[src/rtl/core/mgsa_pkg.sv]
// ----------------------------------------------------------------------------
// Max-gap slot allocator package
// Types and codes shared by the allocator's cells, its scanner and the top level.
// ----------------------------------------------------------------------------
package mgsa_pkg;

    // Width of a row position with room for the row length itself (up to 64).
    localparam int POS_W = 7;
    // Width of the configured row length register.
    localparam int CFG_W = 7;

    localparam logic CMD_CLAIM   = 1'b0;
    localparam logic CMD_RELEASE = 1'b1;

    typedef enum logic [1:0] {
        ST_CLAIMED  = 2'd0,
        ST_RELEASED = 2'd1,
        ST_FULL     = 2'd2
    } t_status;

    typedef struct packed {
        logic       cmd;
        logic [5:0] slot;
    } t_item;

    typedef struct packed {
        logic [5:0] chosen_slot;
        t_status    status;
    } t_result;

    typedef enum logic [1:0] {
        S_IDLE,
        S_SCAN,
        S_DONE
    } t_state;

    // Control of one occupancy cell.
    typedef struct packed {
        logic shift;
        logic set;
        logic clr;
    } t_cell_ctl;

    // Control of the gap scanner.
    typedef struct packed {
        logic clear;
        logic step;
    } t_scan_ctl;

    // Outcome of a scan.
    typedef struct packed {
        logic             found;
        logic [POS_W-1:0] pick;
    } t_scan_res;

endpackage

[src/rtl/core/max_gap_slot_allocator_unit.sv]
// ----------------------------------------------------------------------------
// Max-gap slot allocator
// Keeps a slot occupancy bitmap and grants the free slot farthest from its neighbors.
// ----------------------------------------------------------------------------
// A release leaves busy low; o_result shows its result word with o_done high in the
// cycle after start. A claim holds busy high while the scanner walks all CELLS cells
// (the smaller of SLOTS and 64) and through the done state; its result word follows
// in the next cycle, and no new command is taken while busy is high. Claims are
// paced by the occupancy ring: the bits sit in a ring of cells that rotates by one
// slot per cycle past a single gap scanner, and a full turn brings the ring back
// into place before the granted bit is set. The result strobe o_done lasts exactly
// one cycle and cannot be held off, so the receiver must take every word when it
// appears. The row length register is written through i_cfg_valid/o_cfg_ready and
// should only change while no command is in flight; values outside 1..CELLS act as
// the nearest bound.
module max_gap_slot_allocator_unit #(
    parameter int SLOTS = 64
) (
    input  logic                           i_clk,
    input  logic                           i_rst_n,
    input  logic                           start,
    output logic                           busy,
    input  mgsa_pkg::t_item                i_item,
    output logic                           o_done,
    output mgsa_pkg::t_result              o_result,
    input  logic                           i_cfg_valid,
    output logic                           o_cfg_ready,
    input  logic [mgsa_pkg::CFG_W-1:0]     i_cfg_data
);
    import mgsa_pkg::*;

    // Only the first 64 slots can ever be addressed or scanned.
    localparam int CELLS = (SLOTS < 64) ? SLOTS : 64;
    localparam int CW    = $clog2(CELLS);

    t_state           r_state, n_state;
    logic [CW-1:0]    r_cnt, n_cnt;
    logic [CFG_W-1:0] r_slot_count;
    logic             r_done, n_done;
    t_result          r_result, n_result;

    logic [POS_W-1:0] row_len;
    logic             accept;
    logic             do_release;
    logic             do_set;
    t_scan_ctl        scan_ctl;
    t_scan_res        scan_res;
    logic [CELLS-1:0] occ;
    t_cell_ctl        cell_ctl [CELLS];

    assign accept     = start && !busy;
    assign do_release = accept && (i_item.cmd == CMD_RELEASE);
    assign busy       = (r_state != S_IDLE);
    assign o_cfg_ready = 1'b1;

    // Effective row length: the register clamped to 1..CELLS.
    always_comb begin
        row_len = r_slot_count;
        if (r_slot_count == '0) begin
            row_len = POS_W'(1);
        end else if (r_slot_count > POS_W'(CELLS)) begin
            row_len = POS_W'(CELLS);
        end
    end

    always_ff @(posedge i_clk) begin
        if (!i_rst_n) begin
            r_slot_count <= CFG_W'(64);
        end else if (i_cfg_valid && o_cfg_ready) begin
            r_slot_count <= i_cfg_data;
        end
    end

    // The occupancy ring. Each cell takes the bit of the next higher cell on
    // a rotation, so after k rotations cell 0 holds the bit of slot k.
    for (genvar k = 0; k < CELLS; k++) begin : g_cell
        localparam int NXT = (k + 1) % CELLS;

        always_comb begin
            cell_ctl[k].shift = (r_state == S_SCAN);
            cell_ctl[k].set   = do_set && (scan_res.pick == POS_W'(k));
            cell_ctl[k].clr   = do_release && ({1'b0, i_item.slot} == POS_W'(k));
        end

        mgsa_cell u_cell (
            .i_clk   (i_clk),
            .i_rst_n (i_rst_n),
            .i_ctl   (cell_ctl[k]),
            .i_bit   (occ[NXT]),
            .o_occ   (occ[k])
        );
    end

    assign scan_ctl.clear = accept && (i_item.cmd == CMD_CLAIM);
    assign scan_ctl.step  = (r_state == S_SCAN);

    mgsa_scan u_scan (
        .i_clk     (i_clk),
        .i_rst_n   (i_rst_n),
        .i_ctl     (scan_ctl),
        .i_bit     (occ[0]),
        .i_idx     (POS_W'(r_cnt)),
        .i_row_len (row_len),
        .o_res     (scan_res)
    );

    // Once the ring has turned fully, the bit of the granted slot is set.
    assign do_set = (r_state == S_DONE) && scan_res.found;

    always_comb begin
        n_state  = r_state;
        n_cnt    = r_cnt;
        n_done   = 1'b0;
        n_result = r_result;
        case (r_state)
            S_IDLE: begin
                if (accept) begin
                    if (i_item.cmd == CMD_RELEASE) begin
                        n_done               = 1'b1;
                        n_result.chosen_slot = i_item.slot;
                        n_result.status      = ST_RELEASED;
                    end else begin
                        n_state = S_SCAN;
                        n_cnt   = '0;
                    end
                end
            end
            S_SCAN: begin
                n_cnt = r_cnt + CW'(1);
                if (r_cnt == CW'(CELLS - 1)) begin
                    n_state = S_DONE;
                end
            end
            S_DONE: begin
                n_state = S_IDLE;
                n_done  = 1'b1;
                if (scan_res.found) begin
                    n_result.chosen_slot = scan_res.pick[5:0];
                    n_result.status      = ST_CLAIMED;
                end else begin
                    n_result.chosen_slot = '0;
                    n_result.status      = ST_FULL;
                end
            end
            default: begin
                n_state = S_IDLE;
            end
        endcase
    end

    always_ff @(posedge i_clk) begin
        if (!i_rst_n) begin
            r_state <= S_IDLE;
            r_cnt   <= '0;
            r_done  <= 1'b0;
        end else begin
            r_state <= n_state;
            r_cnt   <= n_cnt;
            r_done  <= n_done;
        end
    end

    always_ff @(posedge i_clk) begin
        r_result <= n_result;
    end

    assign o_done   = r_done;
    assign o_result = r_result;

    // A result word only follows a finished scan or an accepted release.
    a_done_source: assert property (@(posedge i_clk) disable iff (!i_rst_n)
        o_done |-> $past((r_state == S_DONE) || do_release))
        else $error("result word without a finished command");

    // Every scan starts at slot zero.
    a_scan_from_zero: assert property (@(posedge i_clk) disable iff (!i_rst_n)
        ((r_state == S_SCAN) && ($past(r_state) == S_IDLE)) |-> (r_cnt == '0))
        else $error("scan did not start at slot zero");

    // A granted slot lies inside the effective row.
    a_grant_in_row: assert property (@(posedge i_clk) disable iff (!i_rst_n)
        (o_done && (o_result.status == ST_CLAIMED)) |->
            ({1'b0, o_result.chosen_slot} < row_len))
        else $error("granted slot outside the row");

endmodule

[src/rtl/core/mgsa_cell.sv]
// ----------------------------------------------------------------------------
// Occupancy cell
// Holds the occupancy bit of one slot and takes its neighbor's bit when the row rotates.
// ----------------------------------------------------------------------------
module mgsa_cell (
    input  logic                i_clk,
    input  logic                i_rst_n,
    input  mgsa_pkg::t_cell_ctl i_ctl,
    input  logic                i_bit,
    output logic                o_occ
);
    import mgsa_pkg::*;

    logic r_occ;
    logic n_occ;

    always_comb begin
        n_occ = r_occ;
        if (i_ctl.clr) begin
            n_occ = 1'b0;
        end else if (i_ctl.set) begin
            n_occ = 1'b1;
        end else if (i_ctl.shift) begin
            n_occ = i_bit;
        end
    end

    always_ff @(posedge i_clk) begin
        if (!i_rst_n) begin
            r_occ <= 1'b0;
        end else begin
            r_occ <= n_occ;
        end
    end

    assign o_occ = r_occ;

endmodule

[src/rtl/core/mgsa_scan.sv]
// ----------------------------------------------------------------------------
// Gap scanner
// Walks the occupancy bits one slot per cycle and tracks the widest gap found.
// ----------------------------------------------------------------------------
module mgsa_scan (
    input  logic                         i_clk,
    input  logic                         i_rst_n,
    input  mgsa_pkg::t_scan_ctl          i_ctl,
    input  logic                         i_bit,
    input  logic [mgsa_pkg::POS_W-1:0]   i_idx,
    input  logic [mgsa_pkg::POS_W-1:0]   i_row_len,
    output mgsa_pkg::t_scan_res          o_res
);
    import mgsa_pkg::*;

    logic             r_any, n_any;
    logic             r_found, n_found;
    logic [POS_W-1:0] r_prev, n_prev;
    logic [POS_W-1:0] r_best, n_best;
    logic [POS_W-1:0] r_pick, n_pick;
    logic [POS_W-1:0] half;
    logic [POS_W-1:0] last;
    logic [POS_W-1:0] tail;

    // Half of the distance between the previous occupied slot and this one.
    assign half = (i_idx - r_prev) >> 1;

    always_comb begin
        n_any   = r_any;
        n_found = r_found;
        n_prev  = r_prev;
        n_best  = r_best;
        n_pick  = r_pick;
        if (i_ctl.clear) begin
            n_any   = 1'b0;
            n_found = 1'b0;
            n_prev  = '0;
            n_best  = '0;
            n_pick  = '0;
        end else if (i_ctl.step && i_bit && (i_idx < i_row_len)) begin
            if (!r_any) begin
                // The left end is an open gap reaching to the first occupied slot.
                if (i_idx != '0) begin
                    n_best  = i_idx;
                    n_pick  = '0;
                    n_found = 1'b1;
                end
            end else if (half > r_best) begin
                n_best  = half;
                n_pick  = r_prev + half;
                n_found = 1'b1;
            end
            n_any  = 1'b1;
            n_prev = i_idx;
        end
    end

    always_ff @(posedge i_clk) begin
        if (!i_rst_n) begin
            r_any   <= 1'b0;
            r_found <= 1'b0;
        end else begin
            r_any   <= n_any;
            r_found <= n_found;
        end
    end

    always_ff @(posedge i_clk) begin
        r_prev <= n_prev;
        r_best <= n_best;
        r_pick <= n_pick;
    end

    // The right end is an open gap from the last occupied slot to the row's end.
    assign last = i_row_len - POS_W'(1);
    assign tail = last - r_prev;

    always_comb begin
        o_res.found = r_found;
        o_res.pick  = r_pick;
        if (!r_any) begin
            o_res.found = 1'b1;
            o_res.pick  = '0;
        end else if ((r_prev < last) && (tail > r_best)) begin
            o_res.found = 1'b1;
            o_res.pick  = last;
        end
    end

endmodule
[config.mk]
export PLATFORM = sky130hd
export DESIGN_NAME = max_gap_slot_allocator_unit
export DESIGN_NICKNAME = d
export VERILOG_FILES = /design/src/rtl/core/mgsa_pkg.sv /design/src/rtl/core/max_gap_slot_allocator_unit.sv /design/src/rtl/core/mgsa_cell.sv /design/src/rtl/core/mgsa_scan.sv
export SDC_FILE = /design/constraint.sdc
export NUM_CORES = 1
export LEC_CHECK = 0
export ABC_AREA = 1
export BUFFER_PORTS_ARGS = -buffer_cell sky130_fd_sc_hd__buf_2
export CAP_MARGIN = 15
export CELL_PAD_IN_SITES_DETAIL_PLACEMENT = 0
export CELL_PAD_IN_SITES_GLOBAL_PLACEMENT = 1
export CORE_MARGIN = 3
export CORE_UTILIZATION = 45
export CTS_CLUSTER_DIAMETER = 40
export DETAILED_ROUTE_END_ITERATION = 8
export GPL_ROUTABILITY_DRIVEN = 1
export PLACE_DENSITY_LB_ADDON = 0.1
export SETUP_SLACK_MARGIN = 0.15
export SLEW_MARGIN = 20
export SYNTH_ARGS = -nofsm -noshare
export SYNTH_HDL_FRONTEND = slang
export SYNTH_SLANG_ARGS = --single-unit
[constraint.sdc]
create_clock -name i_clk -period 4 [get_ports i_clk]
set_input_delay 0.8 -clock i_clk [delete_from_list [all_inputs] [get_ports i_clk]]
set_output_delay 0.8 -clock i_clk [all_outputs]
set_load 0.02 [all_outputs]
# Yosys cells after proc, flatten, opt, wreduce, memory -nomap -nowiden

Index checks and enable logic that the tools add are counted.

Muxes and demuxes: 155
Reductions and logical operators: 278
$add $sub $neg: 5
Multipliers: 0
Divide/modulo/power cells: 0
Equal/unequal tests: 134
$lt $le $gt $ge: 5
Shift operators: 0
Bitwise gates (word level): 2

Operators with widths:

| operator           | number |
|---|---|
| $eq 7x6->1 const B | 32 |
| $eq 6x6->1 const B | 33 |
| $reduce_bool 2->1  | 68 |
| $logic_and 1x1->1  | 135 |
| $mux 1             | 133 |
| $reduce_or 2->1    | 65 |
| $eq 7x5->1 const B | 16 |
| $eq 6x5->1 const B | 16 |
| $eq 7x4->1 const B | 8 |
| $mux 7             | 8 |
| $eq 6x4->1 const B | 8 |
| $mux 8             | 5 |
| $eq 7x3->1 const B | 4 |
| $eq 6x3->1 const B | 4 |
| $pmux 8 s2         | 1 |
| $eq 7x2->1 const B | 2 |
| $logic_not 7->1    | 2 |
| $lt 6x7->1         | 2 |
| $eq 6x2->1 const B | 2 |
| $mux 6             | 2 |
| $pmux 6 s2         | 1 |
| $reduce_and 3->1   | 4 |
| $ne 2x2->1 const B | 5 |
| $add 6x6->7        | 1 |
| 19 further kinds   | 22 |

Input bits: 18
Memories kept: 0
Output and inout bits: 11
ROM bits: 0
Memory bits (writable): 0
Register bits: 110
Latch bits: 0

# Longest topological paths before layout

Word-level depth: 12
Mapped depth: 31
Gate-level depth less buffers: 28

# By module

A second synthesis with hierarchy kept.

Cells, all modules: 1404
Area, all modules: 8049.0 sq um

Modules (own cells, without submodules):

| module                      | seq. area each (sq um) | times used | cells an instance | area an instance (sq um) |
|---|---|---|---|---|
| mgsa_cell                   | 20.0                   | 64         | 10                | 53.8 |
| mgsa_scan                   | 460.4                  | 1          | 413               | 2558.7 |
| max_gap_slot_allocator_unit | 560.5                  | 1          | 351               | 2047.0 |

# Worst setup path after synthesis

OpenSTA, ideal clock, no wires.

Kind: reg-to-reg
From: register r_slot_count[6]
To: register g_cell[61].u_cell.r_occ
Data required time: 3.930 ns
Library setup time: 0.070 ns
Slack: 0.294 ns
Period minus slack after synthesis: 3.706 ns
Buffers on the path: 3
Arrival time: 3.636 ns
Stages on the path, launching flop included: 28
Cell sequence: dfxtp_1 inv_2 buf_6 nand2_1 ha_1 xor2_1 inv_1 ha_1 nand2_1 nand2_1 a31oi_1 xor2_1 inv_1 ha_1 and3_1 nand2_1 nand2_1 nand2_1 nand3_4 nand2_4 buf_6 nand2_2 nand2_2 nand3_2 nor2_8 buf_6 nand2_1 a21oi_1

Cells in the longest elaborated chain, start to end: 12

Ends and longest elaborated chain:

| element                                         | RTL line                                                              | RTL |
|---|---|---|
| start, declared                                 | max_gap_slot_allocator_unit.sv:38                                     | `logic [CFG_W-1:0] r_slot_count;` |
| start signal, assigned                          | max_gap_slot_allocator_unit.sv:70                                     | `r_slot_count <= i_cfg_data;` |
| $gt 7x7->1                                      | max_gap_slot_allocator_unit.sv:61                                     | `end else if (r_slot_count > POS_W'(CELLS)) begin` |
| $mux 7                                          | max_gap_slot_allocator_unit.sv:61                                     |  |
| $mux 7 *                                        | max_gap_slot_allocator_unit.sv:59                                     | `if (r_slot_count == '0) begin` |
| $sub 7x1->7 *                                   | mgsa_scan.sv:75                                                       | `assign last = i_row_len - POS_W'(1);` |
| $sub 7x6->7                                     | mgsa_scan.sv:76                                                       | `assign tail = last - r_prev;` |
| $gt 7x7->1                                      | mgsa_scan.sv:84                                                       | `end else if ((r_prev < last) && (tail > r_best)) begin` |
| $logic_and 1x1->1                               | mgsa_scan.sv:84                                                       |  |
| $mux 8 *                                        | mgsa_scan.sv:84                                                       |  |
| $mux 8 *                                        | mgsa_scan.sv:81                                                       | `if (!r_any) begin` |
| $eq 7x6->1 or $logic_and 1x1->1 (tied branches) | max_gap_slot_allocator_unit.sv:81, max_gap_slot_allocator_unit.sv:108 |  |
| $logic_and 1x1->1 *                             | max_gap_slot_allocator_unit.sv:81                                     | `cell_ctl[k].set = do_set && (scan_res.pick == POS_W'(k));` |
| $mux 1 or $reduce_bool 2->1 (tied branches)     | n/a                                                                   |  |
| end signal, assigned                            | mgsa_cell.sv:32                                                       | `r_occ <= n_occ;` |
| end, declared                                   | mgsa_cell.sv:14                                                       | `logic r_occ;` |

Mark *: on every way between the ends. The rest lies on a longest branch, timed or not.
A chain may end at the register's enable or synchronous reset.

# Worst setup path after layout

From: register r_slot_count[4]
To: register g_cell[22].u_cell.r_occ

Cells in the longest elaborated chain, start to end: 12

Ends and longest elaborated chain:

| element                                         | RTL line |
|---|---|
| $gt 7x7->1                                      | max_gap_slot_allocator_unit.sv:61 |
| $mux 7                                          | max_gap_slot_allocator_unit.sv:61 |
| $mux 7 *                                        | max_gap_slot_allocator_unit.sv:59 |
| $sub 7x1->7 *                                   | mgsa_scan.sv:75 |
| $sub 7x6->7                                     | mgsa_scan.sv:76 |
| $gt 7x7->1                                      | mgsa_scan.sv:84 |
| $logic_and 1x1->1                               | mgsa_scan.sv:84 |
| $mux 8 *                                        | mgsa_scan.sv:84 |
| $mux 8 *                                        | mgsa_scan.sv:81 |
| $eq 7x5->1 or $logic_and 1x1->1 (tied branches) | max_gap_slot_allocator_unit.sv:81, max_gap_slot_allocator_unit.sv:108 |
| $logic_and 1x1->1 *                             | max_gap_slot_allocator_unit.sv:81 |
| $mux 1 or $reduce_bool 2->1 (tied branches)     | n/a |
| end signal, assigned                            | mgsa_cell.sv:32 |
| end, declared                                   | mgsa_cell.sv:14 |

Marks and branches as above.

==> out/qor.txt <==
PLACEMENT
----------------------------------------------------------------------------------------
Quantity of I/O buffers inserted on ports                                             27
Placed instance count                                                               1250
Placer Congestion                                                                  0.859
Total half-perimeter wirelength after legalization and detailed placement        14.3 mm

LAYOUT
----------------------------------------------------------------------------------------
Leading cell type in the layout, fill and taps excluded                     sky130_fd_sc_hd__nand2_1
Nets                                                                                1162
Share of layout cells above drive strength 1                                       22.6%
Number of diodes added for antenna fixing                                              0
Non-filler cells, final                                                             1292
Commonest cells after routing, fill and taps aside                          sky130_fd_sc_hd__nand2_1, sky130_fd_sc_hd__o21ai_0, sky130_fd_sc_hd__inv_1
Layout Area Growth over Synthesis                                                  23.3%
# fillers                                                                           1438

WORST SETUP PATH
----------------------------------------------------------------------------------------
Reg-to-reg setup timing slack                                                    0.20 ns
Critical path data required time                                                 4.30 ns
Data arrival at the endpoint of the critical path                                4.10 ns
Critical path startpoint                                                    r_slot_count[4]$_SDFFE_PN0P_
Max incr delay on CP                                                             0.32 ns
Kind of capture point of the worst setup path                                   register
Kind of start point of the critical path                                        register
Reg-to-reg critical path endpoint                                           g_cell[22].u_cell.o_occ$_SDFFE_PP0P_
Master of the slowest instance on the critical path                         sky130_fd_sc_hd__dfxtp_2
Maximum net fanout on the critical path                                                5
Type of the worst setup path                                                register to register
Length in cells of the worst reg-to-reg path                                          26
Critical path buffer and inverter count                                                1
Startpoint of the lowest-slack register-to-register path                    r_slot_count[4]$_SDFFE_PN0P_
Dominant cell type by count on the critical path                            sky130_fd_sc_hd__nand2_2
Largest delay contributor family on the critical path                       simple AND/OR/NAND/NOR gates

CLOCK NETWORK
----------------------------------------------------------------------------------------
H-tree levels                                                                          3
Hold-fix buffers at CTS                                                                0
Clk pin slew, worst setup/hold paths                                             0.07 ns
Clock tree from TritonCTS                                                            yes
Skew-Pair Late Insertion Delay                                                   0.36 ns
Clock buffers created by TritonCTS                                                     9
Root buffer cell                                                            sky130_fd_sc_hd__clkbuf_16
Clock sink total                                                                     109
Bufs on Longest Clock Path                                                             2

ROUTE
----------------------------------------------------------------------------------------
Final antenna-violating net count                                                      0
First DRT Iteration DRCs                                                             516
DRC violation count after routing                                                      0
Total routed wirelength                                                          20.9 mm
Post-DR vias/cell                                                                   5.26
Number of vias after detailed routing                                               6799
Routed wire length per instance                                                  16.2 µm
Total iterations of the first detailed-routing run                                     7

TIMING
----------------------------------------------------------------------------------------
Achievable frequency                                                             263 MHz
Final count of pins violating max slew                                                 0
Count of final hold-check violations                                                   0
Slew at the pin closest to its max-slew limit                                    1.06 ns
Setup skew after layout                                                       0.00952 ns
Headroom to the max-slew limit                                                     29.3%
Total of endpoints with negative setup slack in the final report                       0
Final cycle utilization of the critical path                                       95.0%
Clock period minus worst slack                                                   3.80 ns
Setup repair after global routing missed its margin                                  yes

MIN PATH
----------------------------------------------------------------------------------------
Worst Hold Class                                                            register to register
Count of cells along the worst hold path                                               2
Hold Crit Start                                                             u_scan.r_best[2]$_SDFFE_PP0P_
Hold Path Sink                                                              u_scan.r_best[2]$_SDFFE_PP0P_

SYNTHESIS
----------------------------------------------------------------------------------------
Sequential share of the synthesized area                                           32.5%
Top_reg_cell synth                                                          sky130_fd_sc_hd__dfxtp_1
Async set-reset flop share out of synthesis                                           0%
Post-synthesis instance total                                                       1043
Synth Register Bits                                                                  109
Unique cell type count in the Yosys netlist                                           43
Post-synth net total                                                                1102
Cell accounting for the most synthesized area                               sky130_fd_sc_hd__dfxtp_1
Number of flops mapped to enable cells by yosys                                        8
Cell area after technology mapping                                              6970 µm²
Proportion of netlist area held by the largest area contributor                    29.0%
Yosys synthesis warning count                                                          0
Leading post-synthesis cells by cell area                                   sky130_fd_sc_hd__dfxtp_1, sky130_fd_sc_hd__nand2_1, sky130_fd_sc_hd__o21ai_0, sky130_fd_sc_hd__a21oi_1, sky130_fd_sc_hd__inv_1
Synth Area per Inst                                                             6.68 µm²

GLOBAL ROUTE
----------------------------------------------------------------------------------------
Wire length of the first global-routing pass                                     31.8 mm
Initial antenna violation count                                                        0
Via count of the first global-routing pass                                          5887
Total track usage                                                                  24.2%
Grt total ovfl                                                                         0
Pin count of the biggest net entering global routing                                  73

FLOORPLANNING
----------------------------------------------------------------------------------------
Ports placed on the boundary                                                          29
Die span in x                                                                     130 µm
Number of rows in the core area                                                       44
Starting utilization of the core area                                              46.9%
Area enclosed by the die boundary                                              17000 µm²
Floorplan Core Area                                                            14900 µm²
Floorplan die height                                                              130 µm

POWER AND IR DROP
----------------------------------------------------------------------------------------
Maximum vdd drop                                                                0.217 mV
PwrDens                                                                       321 nW/µm²
PnR Total Power                                                                  2.76 mW
Pleak                                                                            3.63 nW

RUN STATUS
----------------------------------------------------------------------------------------
Run status                                                                     completed

JOB
----------------------------------------------------------------------------------------
Max-Cap Viols                                                                          0

## cells by family after synthesis
group	Yosys count	synth area share, %
xor+xnor	9	1.13
flops	109	32.5
compound gates	260	19.6
buf+inv	180	10.6
other cells	1	0.0538
simple gates	441	28.2
fa+ha+maj	41	7.68
mux	2	0.287
## tightest hold or removal path: cells and delay by family, from the launching register on
family / cells / cell delay [ns]
flops: 1 / 0.32
simple gates: 1 / 0.06
compound gates: 1 / 0.05
## cells in the mapped netlist (2+ instances only)
cell	count
sky130_fd_sc_hd__a211oi_1	3
sky130_fd_sc_hd__a21oi_1	101
sky130_fd_sc_hd__a21oi_2	6
sky130_fd_sc_hd__a221oi_1	2
sky130_fd_sc_hd__a31oi_1	3
sky130_fd_sc_hd__and3_1	2
sky130_fd_sc_hd__buf_4	2
sky130_fd_sc_hd__buf_6	7
sky130_fd_sc_hd__clkbuf_1	33
sky130_fd_sc_hd__dfxtp_1	101
sky130_fd_sc_hd__edfxtp_1	8
sky130_fd_sc_hd__fa_1	3
sky130_fd_sc_hd__ha_1	38
sky130_fd_sc_hd__inv_1	134
sky130_fd_sc_hd__inv_2	2
sky130_fd_sc_hd__mux2i_1	2
sky130_fd_sc_hd__nand2_1	296
sky130_fd_sc_hd__nand2_2	15
sky130_fd_sc_hd__nand2_4	5
sky130_fd_sc_hd__nand3_1	37
sky130_fd_sc_hd__nand3_2	8
sky130_fd_sc_hd__nand4_1	3
sky130_fd_sc_hd__nor2_1	51
sky130_fd_sc_hd__nor2_2	11
sky130_fd_sc_hd__nor2_8	4
sky130_fd_sc_hd__nor3_1	5
sky130_fd_sc_hd__o21ai_0	134
sky130_fd_sc_hd__o22ai_1	5
sky130_fd_sc_hd__xnor2_1	4
sky130_fd_sc_hd__xor2_1	5
## how the worst max path moves through the flow
stage / to / slack (ns) / depth (start not counted)
4_1_cts: g_cell[20].u_cell.o_occ$_SDFFE_PP0P_ / 0.14 / 27
3_5_place_dp: g_cell[1].u_cell.o_occ$_SDFFE_PP0P_ / -0.02 / 26
3_3_place_gp: g_cell[29].u_cell.o_occ$_SDFFE_PP0P_ / 0.08 / 26
5_1_grt: g_cell[22].u_cell.o_occ$_SDFFE_PP0P_ / -0.04 / 26
6_report: g_cell[22].u_cell.o_occ$_SDFFE_PP0P_ / 0.20 / 26
2_1_floorplan: g_cell[61].u_cell.o_occ$_SDFFE_PP0P_ / 0.29 / 27
## per-layer routing
layer | vias up | wire [µm] | share of wire, % | track usage, %
met5 | - | 0 | 0 | 0
met4 | 0 | 181 | 0.87 | 4.54
met3 | 13 | 1200 | 5.7 | 4.23
met2 | 170 | 8950 | 43 | 34.9
met1 | 3121 | 10600 | 51 | 37.9
li1 | 3495 | - | - | -
## layout make-up
cell class	instances	area, µm²	share of cell area [%]
clock inverters	7	63.8	0.742
clock buffers	9	225	2.62
flip-flops and latches	109	2270	26.4
repair buffers	88	676	7.86
well taps	184	230	2.68
multi-input cells	758	4620	53.7
inverters	137	517	6.01
## power breakdown
group          switching (mW)  internal [mW]
sequential             0.0150           1.14
combinational           0.436          0.258
clock                   0.429          0.482
## state kept, by name, summed over array words and instances, names as in the netlist
signal and cells:
r_cnt 6, u_scan.r_prev 6, o_result 8, u_scan.r_pick 7, r_slot_count 7, u_scan.r_any 1
g_cell.u_cell.o_occ 64, u_scan.r_found 1, o_done 1, r_state 2, u_scan.r_best 6
## per-stage QoR
| step | TNS, ns | cell area (µm²) | hold WS (ns) | util, % | setup WS, ns |
|---|---|---|---|---|---|
| floorplan | 0 | 6970 | 0.441 | - | 0.294 |
| global placement | 0 | 7430 | 0.452 | 50.0 | 0.0763 |
| detailed placement | -0.0340 | 7430 | 0.460 | 50.0 | -0.0157 |
| CTS | 0 | 7890 | 0.470 | 53.1 | 0.144 |
| global route | -0.161 | 8590 | 0.490 | 57.8 | -0.0433 |
| finish | 0 | 8590 | 0.469 | 57.8 | 0.200 |
## repair_timing
item                                    in CTS  in global routing
endpoints found under the setup margin      65                 84
setup buffers                                4                 17
gates cloned                                 2                  3
pin swaps                                    6                 43
resized for setup                           18                124
No activity file was read; power rests on OpenSTA's default activity.
